===== src/rtl/core/ttcs_pkg.sv =====
// ----------------------------------------------------------------------------
// Text terminal cursor and scroll: shared definitions
// Geometry limits, character codes, register map, payload structs and the
// controller state type.
// ----------------------------------------------------------------------------
package ttcs_pkg;

   localparam int MAX_COLUMNS = 128;
   localparam int MAX_ROWS    = 64;

   localparam int COL_W  = 7;              // width of a column number
   localparam int ROW_W  = 6;              // width of a row number
   localparam int NCOL_W = COL_W + 1;      // column count, holds MAX_COLUMNS
   localparam int NROW_W = ROW_W + 1;      // row count, holds MAX_ROWS
   localparam int DEPTH  = MAX_ROWS * MAX_COLUMNS;
   localparam int ADDR_W = $clog2(DEPTH);

   localparam logic [7:0] CODE_NEWLINE   = 8'h0A;
   localparam logic [7:0] CODE_BACKSPACE = 8'h08;
   localparam logic [7:0] CODE_SPACE     = 8'h20;

   localparam logic [NCOL_W-1:0] COLUMNS_RESET = 8'd80;
   localparam logic [NROW_W-1:0] ROWS_RESET    = 7'd30;

   // Register selected by paddr[2]; registers sit at byte addresses 0 and 4.
   localparam int CSR_ADDR_W = 3;
   localparam logic CSR_IDX_COLUMNS = 1'b0;
   localparam logic CSR_IDX_ROWS    = 1'b1;

   typedef struct packed {
      logic       mode;
      logic [7:0] char_code;
   } req_type;

   typedef struct packed {
      logic             cell_written;
      logic [ROW_W-1:0] write_row;
      logic [COL_W-1:0] write_column;
      logic [7:0]       write_value;
      logic             scrolled;
      logic             cleared;
      logic [ROW_W-1:0] cursor_row_out;
      logic [COL_W-1:0] cursor_column_out;
   } rsp_type;

   typedef enum logic [2:0] {
      ST_INIT,
      ST_IDLE,
      ST_REDUCE,
      ST_WRITE,
      ST_BLANK,
      ST_CLEAR
   } state_type;

endpackage


===== src/rtl/core/ttcs_ram.sv =====
// ----------------------------------------------------------------------------
// Generic RAM
// One write port and one read port, read data registered.
// ----------------------------------------------------------------------------
module ttcs_ram #(
   parameter int WIDTH = 8,
   parameter int DEPTH = 256
) (
   input  logic                     clock,
   input  logic                     wr_en,
   input  logic [$clog2(DEPTH)-1:0] wr_addr,
   input  logic [WIDTH-1:0]         wr_data,
   input  logic [$clog2(DEPTH)-1:0] rd_addr,
   output logic [WIDTH-1:0]         rd_data
);

   logic [WIDTH-1:0] mem_ff [DEPTH];
   logic [WIDTH-1:0] rd_data_ff;

   always_ff @(posedge clock) begin
      if (wr_en) begin
         mem_ff[wr_addr] <= wr_data;
      end
      rd_data_ff <= mem_ff[rd_addr];
   end

   assign rd_data = rd_data_ff;

endmodule


===== src/rtl/core/text_terminal_cursor_scroll.sv =====
// ----------------------------------------------------------------------------
// Text terminal cursor and scroll engine
// Keeps a character-cell screen store and a cursor; handles put-character
// and clear-screen requests, with line wrap and ring-offset scrolling.
// ----------------------------------------------------------------------------
// Usage. Each request on the req_ channel carries a mode bit and a character
// code; each request produces exactly one response on the rsp_ channel with
// the cell written (if any), the scroll and clear flags and the new cursor.
// The response is registered into the output register, or into a second
// response slot while a response waits there, so the block can take the next
// request while a response waits. After a put request is accepted, req_stall
// stays high while the ring offset is reduced below a row count that was
// made smaller (at most 63 subtractions), while the store update runs and,
// when it scrolls, while all 128 cells of the new bottom row are blanked;
// the next request is taken once the block is idle again.
// A clear request sweeps the whole 8192-entry store before the next request
// is taken. After reset the same sweep runs once while no request is
// taken; configuration writes are accepted throughout. If the receiver stalls
// rsp_, at most two responses are held and req_stall rises until one leaves.
// ----------------------------------------------------------------------------
module text_terminal_cursor_scroll (
   input  logic                              clock,
   input  logic                              reset,
   input  logic                              req_valid,
   output logic                              req_stall,
   input  ttcs_pkg::req_type                 req_data,
   output logic                              rsp_valid,
   input  logic                              rsp_stall,
   output ttcs_pkg::rsp_type                 rsp_data,
   input  logic                              psel,
   input  logic                              penable,
   input  logic                              pwrite,
   input  logic [ttcs_pkg::CSR_ADDR_W-1:0]   paddr,
   input  logic [31:0]                       pwdata,
   output logic [31:0]                       prdata,
   output logic                              pready
);

   localparam int COL_W  = ttcs_pkg::COL_W;
   localparam int ROW_W  = ttcs_pkg::ROW_W;
   localparam int NCOL_W = ttcs_pkg::NCOL_W;
   localparam int NROW_W = ttcs_pkg::NROW_W;
   localparam int ADDR_W = ttcs_pkg::ADDR_W;

   // Controller state and sweep counter.
   ttcs_pkg::state_type state_ff, state_in;
   logic [ADDR_W-1:0]   sweep_ff, sweep_in;

   // Architectural state held in flip-flops; the cells live in the RAM.
   logic [ROW_W-1:0]  cursor_row_ff, cursor_row_in;
   logic [COL_W-1:0]  cursor_col_ff, cursor_col_in;
   logic [ROW_W-1:0]  top_ff, top_in;
   logic [ROW_W-1:0]  blank_row_ff, blank_row_in;
   logic [NCOL_W-1:0] columns_ff, columns_in;
   logic [NROW_W-1:0] rows_ff, rows_in;

   // The accepted request, waiting for its store update.
   logic              item_write_ff, item_write_in;
   logic              item_scroll_ff, item_scroll_in;
   logic [ROW_W-1:0]  item_row_ff, item_row_in;
   logic [COL_W-1:0]  item_col_ff, item_col_in;
   logic [7:0]        item_val_ff, item_val_in;

   // Response register and its second slot.
   logic              out_valid_ff, out_valid_in;
   ttcs_pkg::rsp_type out_ff, out_in;
   logic              hold_valid_ff, hold_valid_in;
   ttcs_pkg::rsp_type hold_ff, hold_in;

   // Store write port.
   logic              ram_we;
   logic [ADDR_W-1:0] ram_addr;
   logic [7:0]        ram_wdata;
   logic [7:0]        ram_rdata;

   // Read-back of the last store write, watched by an assertion below.
   logic              chk_valid_ff, chk_pend_ff;
   logic [ADDR_W-1:0] chk_addr_ff;
   logic [7:0]        chk_data_ff, chk_exp_ff;

   logic              req_accept;
   logic              rsp_drain;
   logic              csr_write;
   logic [NCOL_W-1:0] cols_eff;
   logic [NROW_W-1:0] rows_eff;
   logic [ROW_W-1:0]  row_sat;
   logic [COL_W-1:0]  col_sat;
   logic [NCOL_W-1:0] col_inc;
   logic              nl_scroll;
   logic [ROW_W-1:0]  nl_row;
   logic [NROW_W-1:0] phys_sum;
   logic [ROW_W-1:0]  phys_row;
   logic [NROW_W-1:0] top_inc;
   ttcs_pkg::rsp_type rsp_new;

   // Effective geometry: a count of zero acts as one, and counts are limited
   // to the size of the store.
   always_comb begin
      if (columns_ff == '0) begin
         cols_eff = NCOL_W'(1);
      end else if (columns_ff > NCOL_W'(ttcs_pkg::MAX_COLUMNS)) begin
         cols_eff = NCOL_W'(ttcs_pkg::MAX_COLUMNS);
      end else begin
         cols_eff = columns_ff;
      end
      if (rows_ff == '0) begin
         rows_eff = NROW_W'(1);
      end else if (rows_ff > NROW_W'(ttcs_pkg::MAX_ROWS)) begin
         rows_eff = NROW_W'(ttcs_pkg::MAX_ROWS);
      end else begin
         rows_eff = rows_ff;
      end
   end

   // The cursor is pulled inside the geometry before a put is handled, as it
   // may lie outside after a geometry change without a clear.
   always_comb begin
      if ({1'b0, cursor_row_ff} >= rows_eff) begin
         row_sat = ROW_W'(rows_eff - NROW_W'(1));
      end else begin
         row_sat = cursor_row_ff;
      end
      if ({1'b0, cursor_col_ff} >= cols_eff) begin
         col_sat = COL_W'(cols_eff - NCOL_W'(1));
      end else begin
         col_sat = cursor_col_ff;
      end
      col_inc   = {1'b0, col_sat} + NCOL_W'(1);
      nl_scroll = ({1'b0, row_sat} + NROW_W'(1)) >= rows_eff;
      nl_row    = nl_scroll ? row_sat : row_sat + ROW_W'(1);
   end

   // Response of the request on the input, and the cursor after it.
   always_comb begin
      rsp_new        = '0;
      item_write_in  = 1'b0;
      item_scroll_in = 1'b0;
      item_row_in    = row_sat;
      item_col_in    = col_sat;
      item_val_in    = req_data.char_code;
      if (req_data.mode) begin
         rsp_new.cleared = 1'b1;
      end else begin
         case (req_data.char_code)
            ttcs_pkg::CODE_NEWLINE: begin
               item_scroll_in            = nl_scroll;
               rsp_new.cursor_row_out    = nl_row;
               rsp_new.cursor_column_out = '0;
            end
            ttcs_pkg::CODE_BACKSPACE: begin
               rsp_new.cursor_row_out = row_sat;
               if (col_sat != '0) begin
                  item_write_in             = 1'b1;
                  item_col_in               = col_sat - COL_W'(1);
                  item_val_in               = ttcs_pkg::CODE_SPACE;
                  rsp_new.cursor_column_out = col_sat - COL_W'(1);
               end else begin
                  rsp_new.cursor_column_out = col_sat;
               end
            end
            default: begin
               item_write_in = 1'b1;
               if (col_inc >= cols_eff) begin
                  item_scroll_in            = nl_scroll;
                  rsp_new.cursor_row_out    = nl_row;
                  rsp_new.cursor_column_out = '0;
               end else begin
                  rsp_new.cursor_row_out    = row_sat;
                  rsp_new.cursor_column_out = col_inc[COL_W-1:0];
               end
            end
         endcase
         rsp_new.cell_written = item_write_in;
         if (item_write_in) begin
            rsp_new.write_row    = item_row_in;
            rsp_new.write_column = item_col_in;
            rsp_new.write_value  = item_val_in;
         end
         rsp_new.scrolled = item_scroll_in;
      end
   end

   // Physical row of the cell being written: the ring offset has already been
   // reduced below the row count, so one compare and subtract suffices.
   always_comb begin
      phys_sum = {1'b0, top_ff} + {1'b0, item_row_ff};
      if (phys_sum >= rows_eff) begin
         phys_row = ROW_W'(phys_sum - rows_eff);
      end else begin
         phys_row = phys_sum[ROW_W-1:0];
      end
      top_inc = {1'b0, top_ff} + NROW_W'(1);
   end

   assign req_stall  = (state_ff != ttcs_pkg::ST_IDLE) || hold_valid_ff;
   assign req_accept = req_valid && !req_stall;
   assign rsp_drain  = out_valid_ff && !rsp_stall;
   assign csr_write  = psel && penable && pwrite;
   assign pready     = 1'b1;
   assign rsp_valid  = out_valid_ff;
   assign rsp_data   = out_ff;

   always_comb begin
      case (paddr[2])
         ttcs_pkg::CSR_IDX_COLUMNS: prdata = 32'(columns_ff);
         ttcs_pkg::CSR_IDX_ROWS:    prdata = 32'(rows_ff);
         default:                   prdata = '0;
      endcase
   end

   // Next state and store port.
   always_comb begin
      state_in      = state_ff;
      sweep_in      = sweep_ff;
      top_in        = top_ff;
      blank_row_in  = blank_row_ff;
      cursor_row_in = cursor_row_ff;
      cursor_col_in = cursor_col_ff;
      ram_we        = 1'b0;
      ram_addr      = sweep_ff;
      ram_wdata     = ttcs_pkg::CODE_SPACE;

      case (state_ff)
         ttcs_pkg::ST_INIT, ttcs_pkg::ST_CLEAR: begin
            ram_we   = 1'b1;
            sweep_in = sweep_ff + ADDR_W'(1);
            if (sweep_ff == ADDR_W'(ttcs_pkg::DEPTH - 1)) begin
               state_in = ttcs_pkg::ST_IDLE;
            end
         end
         ttcs_pkg::ST_IDLE: begin
            if (req_accept) begin
               cursor_row_in = rsp_new.cursor_row_out;
               cursor_col_in = rsp_new.cursor_column_out;
               if (req_data.mode) begin
                  top_in   = '0;
                  sweep_in = '0;
                  state_in = ttcs_pkg::ST_CLEAR;
               end else begin
                  state_in = ttcs_pkg::ST_REDUCE;
               end
            end
         end
         ttcs_pkg::ST_REDUCE: begin
            // Offset left over from a larger row count: subtract until in range.
            if ({1'b0, top_ff} >= rows_eff) begin
               top_in = ROW_W'({1'b0, top_ff} - rows_eff);
            end else begin
               state_in = ttcs_pkg::ST_WRITE;
            end
         end
         ttcs_pkg::ST_WRITE: begin
            ram_we    = item_write_ff;
            ram_addr  = {phys_row, item_col_ff};
            ram_wdata = item_val_ff;
            if (item_scroll_ff) begin
               blank_row_in = top_ff;
               top_in       = (top_inc == rows_eff) ? '0 : top_inc[ROW_W-1:0];
               sweep_in     = '0;
               state_in     = ttcs_pkg::ST_BLANK;
            end else begin
               state_in = ttcs_pkg::ST_IDLE;
            end
         end
         ttcs_pkg::ST_BLANK: begin
            // The old top row becomes the bottom row and is blanked.
            ram_we   = 1'b1;
            ram_addr = {blank_row_ff, sweep_ff[COL_W-1:0]};
            sweep_in = sweep_ff + ADDR_W'(1);
            if (sweep_ff[COL_W-1:0] == COL_W'(ttcs_pkg::MAX_COLUMNS - 1)) begin
               state_in = ttcs_pkg::ST_IDLE;
            end
         end
         default: begin
            state_in = ttcs_pkg::ST_IDLE;
         end
      endcase
   end

   // Configuration and response slots.
   always_comb begin
      columns_in    = columns_ff;
      rows_in       = rows_ff;
      out_valid_in  = out_valid_ff;
      out_in        = out_ff;
      hold_valid_in = hold_valid_ff;
      hold_in       = hold_ff;

      if (csr_write) begin
         case (paddr[2])
            ttcs_pkg::CSR_IDX_COLUMNS: columns_in = pwdata[NCOL_W-1:0];
            ttcs_pkg::CSR_IDX_ROWS:    rows_in    = pwdata[NROW_W-1:0];
            default:                   columns_in = columns_ff;
         endcase
      end

      if (rsp_drain) begin
         out_valid_in = 1'b0;
      end
      if (req_accept) begin
         if (!out_valid_ff || rsp_drain) begin
            out_valid_in = 1'b1;
            out_in       = rsp_new;
         end else begin
            hold_valid_in = 1'b1;
            hold_in       = rsp_new;
         end
      end else if (hold_valid_ff && rsp_drain) begin
         out_valid_in  = 1'b1;
         out_in        = hold_ff;
         hold_valid_in = 1'b0;
      end
   end

   always_ff @(posedge clock) begin
      if (reset) begin
         state_ff <= ttcs_pkg::ST_INIT;
      end else begin
         state_ff <= state_in;
      end
   end

   always_ff @(posedge clock) begin
      if (reset) begin
         sweep_ff      <= '0;
         top_ff        <= '0;
         cursor_row_ff <= '0;
         cursor_col_ff <= '0;
         columns_ff    <= ttcs_pkg::COLUMNS_RESET;
         rows_ff       <= ttcs_pkg::ROWS_RESET;
         out_valid_ff  <= 1'b0;
         hold_valid_ff <= 1'b0;
         chk_valid_ff  <= 1'b0;
         chk_pend_ff   <= 1'b0;
      end else begin
         sweep_ff      <= sweep_in;
         top_ff        <= top_in;
         cursor_row_ff <= cursor_row_in;
         cursor_col_ff <= cursor_col_in;
         columns_ff    <= columns_in;
         rows_ff       <= rows_in;
         out_valid_ff  <= out_valid_in;
         hold_valid_ff <= hold_valid_in;
         chk_valid_ff  <= ram_we;
         chk_pend_ff   <= chk_valid_ff;
      end
   end

   always_ff @(posedge clock) begin
      blank_row_ff <= blank_row_in;
      out_ff       <= out_in;
      hold_ff      <= hold_in;
      chk_addr_ff  <= ram_addr;
      chk_data_ff  <= ram_wdata;
      chk_exp_ff   <= chk_data_ff;
      if (req_accept) begin
         item_write_ff  <= item_write_in;
         item_scroll_ff <= item_scroll_in;
         item_row_ff    <= item_row_in;
         item_col_ff    <= item_col_in;
         item_val_ff    <= item_val_in;
      end
   end

   ttcs_ram #(
      .WIDTH (8),
      .DEPTH (ttcs_pkg::DEPTH)
   ) u_cell_store (
      .clock   (clock),
      .wr_en   (ram_we),
      .wr_addr (ram_addr),
      .wr_data (ram_wdata),
      .rd_addr (chk_addr_ff),
      .rd_data (ram_rdata)
   );

   // The second response slot is only filled behind a waiting response.
   assert property (@(posedge clock) disable iff (reset)
      hold_valid_ff |-> out_valid_ff)
      else $error("second response slot holds data while the output is empty");

   // Every accepted request leaves the idle state for its store update.
   assert property (@(posedge clock) disable iff (reset)
      req_accept |=> state_ff != ttcs_pkg::ST_IDLE)
      else $error("accepted request did not start a store update");

   // The ring offset is in range whenever a cell address is formed from it.
   assert property (@(posedge clock) disable iff (reset)
      (state_ff == ttcs_pkg::ST_WRITE) |-> ({1'b0, top_ff} < rows_eff))
      else $error("ring offset out of range at cell write");

   // A cell read back through the address and read registers after its write holds the written code.
   assert property (@(posedge clock) disable iff (reset)
      chk_pend_ff |-> (ram_rdata == chk_exp_ff))
      else $error("cell store read-back does not match the written code");

endmodule

===== config.mk =====
export PLATFORM = sky130hd
export DESIGN_NAME = text_terminal_cursor_scroll
export DESIGN_NICKNAME = d
export VERILOG_FILES = /design/src/rtl/core/ttcs_pkg.sv /design/src/rtl/core/ttcs_ram.sv /design/src/rtl/core/text_terminal_cursor_scroll.sv
export SDC_FILE = /design/constraint.sdc
export NUM_CORES = 1
export LEC_CHECK = 0
export BUFFER_PORTS_ARGS = -buffer_cell sky130_fd_sc_hd__buf_2
export CORE_MARGIN = 5
export CORE_UTILIZATION = 52
export DETAILED_ROUTE_END_ITERATION = 10
export HOLD_SLACK_MARGIN = 0.15
export PLACE_DENSITY = 0.85
export SLEW_MARGIN = 20
export SYNTH_ARGS = -nofsm -noshare
export SYNTH_HDL_FRONTEND = slang
export SYNTH_SLANG_ARGS = --single-unit

===== constraint.sdc =====
create_clock -name clock -period 5.1 [get_ports clock]
set_input_delay 1.02 -clock clock [delete_from_list [all_inputs] [get_ports clock]]
set_output_delay 1.02 -clock clock [all_outputs]
set_load 0.1 [all_outputs]

==> reports/metrics.cfg, run 1 <==
[floorplan]
fp.dieW_um = 130
io_pins = 123
rows = 43
die_h_um = 130
initial_utilization_pct = 53.6
dieArea_sq_um = 16900
core_region_area_sq_um = 14000

[sta]
finalCritPeriodShare_pct = 94.7
setup_viol = 0
worst_slew_pin_slew_ns = 0.997
fin_ws_ns = 0.272
min_period_ns = 4.83
hold_viol = 0
max_freq_ghz = 0.207
maxSlewHeadroom_pct = 33.3
finClkSkew_ns = 0.00676
finalMaxSlewViolations = 0

[drt]
drc = 0
vias = 6069
drt_iter0_drc = 496
wirelength_mm = 17.3
antenna_left = 0
vias_per_cell = 5.68
wl_per_cell_um = 16.2
first_pass_iters = 5

[setup_path]
crit_path_end_kind = flop
worstRegToRegCells = 23
path_class = flop to flop
r2r_end = rsp_data[11]
cp_max_fo = 5
worst_setup_path_start_kind = flop
r2r_setup_slack_ns = 0.27
reg2reg_from = rows_ff[2]
cp_data_required_time_ns = 5.26
worstPathArrival_ns = 4.99

[clocking]
numCtsBuffers = 17
cts_sinks = 127
cts.path.max_buffers = 2
cts_root_buf = clkbuf_16
hold_buffers = 0
cts_tree = yes
clock_latency_ns = 0.43
path_clk_slew_ns = 0.06
cts.htree.levels = 4

[flow_run]
max_cap_violations = 0

[worst_hold_path]
min_from = sweep_ff[12]
hold_end = sweep_ff[12]
hold_path_depth = 2
hp-class = flop to flop

[grt]
antenna_found_initial = 0
grt_pass1_wl_mm = 27.9
grt.total_usage_pct = 20.8
first_global_vias = 5737
grt_max_degree = 51
grt-ovfl-total = 0

[logic_synthesis]
async_flop_share_pct = 0
synth_ff_type = edfxtp_1
synth_edf_count = 75
synth_cell_types = 71
seq_area_frac_synth_pct = 43.9
yosys_warnings = 0
syn_area_sq_um = 7500
ys_seq_elements = 127
avgSynthCellArea_sq_um = 9.60
synthCells = 781

[power_and_ir_drop]
internal_power_w = 0.00197
p_leak_nw = 3.57
p_clk_share_pct = 49.3
p_sw_w = 0.000622
switching_share_pct = 24.0
p_seq_share_pct = 41.9
p_comb_share_pct = 8.8
power_w = 0.00259
p_per_area_nw_per_um2 = 292
ir_worst_vdd_mv = 0.203

[layout]
multi_input_area_sq_um = 4000
drive_above_1_share_pct = 20.9
register_area_sq_um = 3290
fin_util_pct = 63.5
fill_cells = 1107
fin_nets = 968
area_growth_syn_to_layout_pct = 18.4
diodes = 0

[run_status]
status = completed

[placement]
gp_congestion = 0.900
io_buffers = 71
dp_hpwl_mm = 12.3
place_ws_ns = 0.0510

per-stage QoR:
stage                     hold slack, ns  setup TNS (ns)  cells  area [sq um]
after floorplan                    0.452               0    804          7620
after global placement             0.464               0   1032          8130
after detailed placement           0.477               0   1032          8130
after CTS                          0.487               0   1064          8750
after global routing               0.508         -0.0816   1068          8880
final                              0.488               0   1068          8880
cell type report:
cell class                 count  share of cell area, %
inverter                      23                  0.973
multi-input combinational    601                   45.1
clock buffer                  21                   5.19
sequential                   127                   37.1
clock inverter                11                   1.83
tap                          180                   2.54
timing repair buffer         105                   7.29
registers in the layout, indices dropped and copies added (netlist names):
name and count:
columns_ff 8, cursor_col_ff 7, cursor_row_ff 6, hold_ff 37, hold_valid_ff 1, item_scroll_ff 1, rows_ff 7, rsp_data 37
rsp_valid 1, state_ff 3, sweep_ff 13, top_ff 6
power groups by stage:
stage	Combinational (W)	Sequential (W)	Clock, W
2_1_floorplan	0.000200	0.00111	0
3_3_place_gp	0.000222	0.00111	0
3_5_place_dp	0.000226	0.00111	0
4_1_cts	0.000227	0.00109	0.00129
5_1_grt	0.000244	0.00109	0.00133
6_report	0.000230	0.00109	0.00128
per-layer routing:
metal	share of wire [%]	global-route usage, %	wire length [um]	vias to the layer above
met5	0	0	0	-
met4	2.7	9.05	460	0
met3	7.2	4.83	1250	41
met2	47	33.2	8110	215
met1	43	27.1	7480	2868
li1	-	-	-	2945
cells in the final DEF (no fill, tap or decap), types with 4 or more instances in the layout:
| master | instances |
|---|---|
| nand2_1 | 102 |
| nor2_1 | 79 |
| edfxtp_1 | 75 |
| buf_2 | 71 |
| dfxtp_1 | 51 |
| ha_1 | 39 |
| a21oi_1 | 34 |
| xnor2_1 | 32 |
| buf_4 | 31 |
| o21ai_0 | 27 |
| conb_1 | 25 |
| mux2i_1 | 22 |
| inv_1 | 21 |
| mux2_2 | 20 |
| nor2b_1 | 19 |
| clkbuf_16 | 17 |
| nand2b_1 | 16 |
| xor2_1 | 16 |
| nand3_1 | 14 |
| o31ai_1 | 14 |
| nor3_1 | 11 |
| a21o_1 | 7 |
| nand4_1 | 7 |
| and3_1 | 7 |
| or3_1 | 7 |
| nor4_1 | 6 |
| a22oi_1 | 5 |
| a211o_1 | 4 |
| and2_1 | 4 |
| o211ai_1 | 4 |
| a22o_1 | 4 |
| nand3b_1 | 4 |
| bufinv_16 | 4 |
cell usage after synthesis (all sizes together) (7+ instances only):
cell      n  area share (%)
a21o      7            0.70
a21oi    39             2.8
and3      7            0.58
buf      31             3.0
clkbuf   22             1.1
dfxtp    52              14
edfxtp   75              30
ha       41             6.8
inv      23             1.2
mux2     21             3.2
mux2i    23             3.1
nand2   102             5.1
nand2b   16             1.3
nand3    15             1.0
nand4     7            0.58
nor2     80             4.0
nor2b    20             1.7
nor3     12            0.80
o21ai    32             2.1
o31ai    14             1.4
or3       8            0.73
xnor2    33             3.9
xor2     16             1.9
worst max-delay path, stage by stage, from the launching register on:
cell      delay [ns]
dfxtp_1         0.35
or4_4           0.54
nor2_2          0.12
o21a_1          0.17
ha_1            0.24
nand2b_1        0.14
a21o_1          0.18
a21oi_2         0.14
o22a_2          0.22
buf_4           0.14
nand2_1         0.04
o21ai_0         0.12
ha_2            0.28
nand3_2         0.09
xor2_1          0.16
ha_1            0.30
a21oi_1         0.16
o31a_1          0.19
o21ai_2         0.09
nor3_4          0.24
buf_6           0.14
nand4_1         0.15
xnor2_2         0.25
o21ai_0         0.13
kinds of logic (layout without fill, tap and decap cells):
group | after synthesis | in the layout | share of synthesized area [%]
XOR/XNOR | 49 | 49 | 5.72
adder cells (fa/ha/maj) | 43 | 43 | 7.24
AO/OA/AOI/OAI | 142 | 142 | 12.4
other | 2 | 25 | 0.100
multiplexers | 44 | 44 | 6.22
buffers and inverters | 76 | 160 | 5.29
AND/OR/NAND/NOR | 298 | 298 | 19.1
flip-flops | 127 | 127 | 43.9
how the worst max path moves through the flow:
stage	from	end	slack, ns	depth (start not counted)
global route	rows_ff[2]	rsp_data[11]	-0.05	23
global placement	columns_ff[7]	rsp_data[11]	0.21	23
detailed placement	columns_ff[7]	rsp_data[12]	0.05	22
CTS	columns_ff[7]	rsp_data[12]	0.06	22
floorplan	columns_ff[3]	rsp_data[12]	0.03	25
finish	rows_ff[2]	rsp_data[11]	0.27	23
repair_timing:
item / CTS / global route
setup buffers: 0 / 3
endpoints found under the hold margin: 0 / 0
setup endpoints to repair: 0 / 18
gates resized for setup: 0 / 20
Power figures use the tool's default switching activity.
==> run 2: changes to the inputs <==
--- a/config.mk
+++ b/config.mk
@@ -10,7 +10,7 @@
 export CORE_UTILIZATION = 52
 export DETAILED_ROUTE_END_ITERATION = 10
 export HOLD_SLACK_MARGIN = 0.15
-export PLACE_DENSITY = 0.85
+export PLACE_DENSITY = 0.77
 export SLEW_MARGIN = 20
 export SYNTH_ARGS = -nofsm -noshare
 export SYNTH_HDL_FRONTEND = slang
==> reports/metrics.cfg, run 2 (same netlist as run 1, synthesis figures left out) <==
[clocking]
cts_tree = yes
cts_sinks = 127
clock_latency_ns = 0.42
cts.path.max_buffers = 2
numCtsBuffers = 17
cts_root_buf = clkbuf_16
hold_buffers = 0
cts.htree.levels = 4
path_clk_slew_ns = 0.05

[layout]
fin_util_pct = 63.2
layout_commonest_cell = nand2_1
area_growth_syn_to_layout_pct = 17.9
diodes = 0
fin_nets = 967
finish.instance_area_sq_um = 8840
final_cells = 1067
layout_common_cells = nand2_1 (102), nor2_1 (80), edfxtp_1 (75)
drive_above_1_share_pct = 20.2

[grt]
antenna_found_initial = 0
grt-ovfl-total = 0
grt.total_usage_pct = 20.4
grt_max_degree = 50
first_global_vias = 5664
grt_pass1_wl_mm = 27.6

[drt]
drt_iter0_drc = 451
first_pass_iters = 5
wl_per_cell_um = 15.9
wirelength_mm = 16.9
antenna_left = 0
vias_per_cell = 5.52
drc = 0
vias = 5890

[sta]
whs_ns = 0.486
finalMaxSlewViolations = 0
min_period_ns = 4.81
max_freq_ghz = 0.208
finalCritPeriodShare_pct = 94.3
worst_slew_pin_slew_ns = 0.895
hold_viol = 0
maxSlewHeadroom_pct = 40.1
setup_viol = 0
finClkSkew_ns = 0.00994

[setup_path]
path_class = flop to flop
worstPathArrival_ns = 4.98
cp_max_fo = 7
reg2reg_from = rows_ff[2]
worst_setup_path_start_kind = flop
cp-startpoint = rows_ff[2]
cp_data_required_time_ns = 5.27
crit_path_end_kind = flop

[floorplan]
rows = 43
initial_utilization_pct = 53.6
io_pins = 123
die_h_um = 130
fp.dieW_um = 130
dieArea_sq_um = 16900
core_region_area_sq_um = 14000

[run_status]
status = completed

[power_and_ir_drop]
ir_worst_vdd_mv = 0.206
p_per_area_nw_per_um2 = 289
power_w = 0.00256
p_leak_nw = 3.56

[placement]
place_area_sq_um = 8140
gp_congestion = 0.892
place_inst = 1033
io_buffers = 71
dp_hpwl_mm = 12.0

[worst_hold_path]
min_from = sweep_ff[12]
hp-class = flop to flop

[flow_run]
max_cap_violations = 0

[run 2: cell types whose count changed in the layout (fill, tap and decap cells not counted), sizes merged]
| cell | change |
|---|---|
| buf | -1 |
| clkbuf | -2 |
| clkinv | +2 |
[run 2: final timing paths]
kind	slack (ns)	end	cells after the start
worst min-delay path	0.49	sweep_ff[12]	2
worst min register to register	0.49	sweep_ff[12]	2
worst max register to register	0.29	rsp_data[10]	22
worst max-delay path	0.29	rsp_data[10]	22
[run 2: routing by layer]
layer	track usage, %	up-vias	wire length [um]
met4	6.60	0	321
met1	27.6	2738	7730
met3	4.34	28	1040
met5	0	-	0
li1	-	2940	-
met2	33.0	184	7840
[run 2: repair_timing]
action	CTS	global route
endpoints found under the setup margin	0	18
gates resized for setup	0	14
setup buffers	0	1
[run 2: critical path: stages, from the launching register on]
cell and delay, ns:
dfxtp_1 0.36, or4_1 0.54, nor2_1 0.11, o21a_1 0.17
ha_1 0.24, nand2b_1 0.14, a21o_1 0.18, a21oi_1 0.17
o22a_2 0.25, nand2_1 0.07, o21ai_0 0.12, ha_1 0.28
nand3_1 0.13, xor2_1 0.17, ha_1 0.30, nand2_1 0.06
o31a_1 0.25, o21ai_0 0.28, nor3_2 0.08, buf_4 0.16
nor2b_1 0.13, xnor2_1 0.16, a22o_1 0.21
[run 2: layout make-up]
type | instances | area (sq um)
fill | 1167 | 5150
tap | 180 | 225
clock buffer | 19 | 433
multi-input combinational | 601 | 4000
timing repair buffer | 104 | 636
clock inverter | 13 | 169
sequential | 127 | 3290
inverter | 23 | 86.3
[run 2: through the flow]
step	setup WS [ns]	setup TNS, ns
3_5_place_dp	0.236	0
6_report	0.293	0
3_3_place_gp	0.242	0
4_1_cts	0.193	0
5_1_grt	-0.00129	-0.00129
2_1_floorplan	0.0279	0
[run 2: power by group]
part           leakage, nW  total (W)  internal (W)  switching, W
registers             1.11    0.00109       0.00108    0.00000510
logic                 2.16   0.000228     0.0000512      0.000177
clock network        0.287    0.00124      0.000809      0.000435
total                 3.56    0.00256       0.00194      0.000617
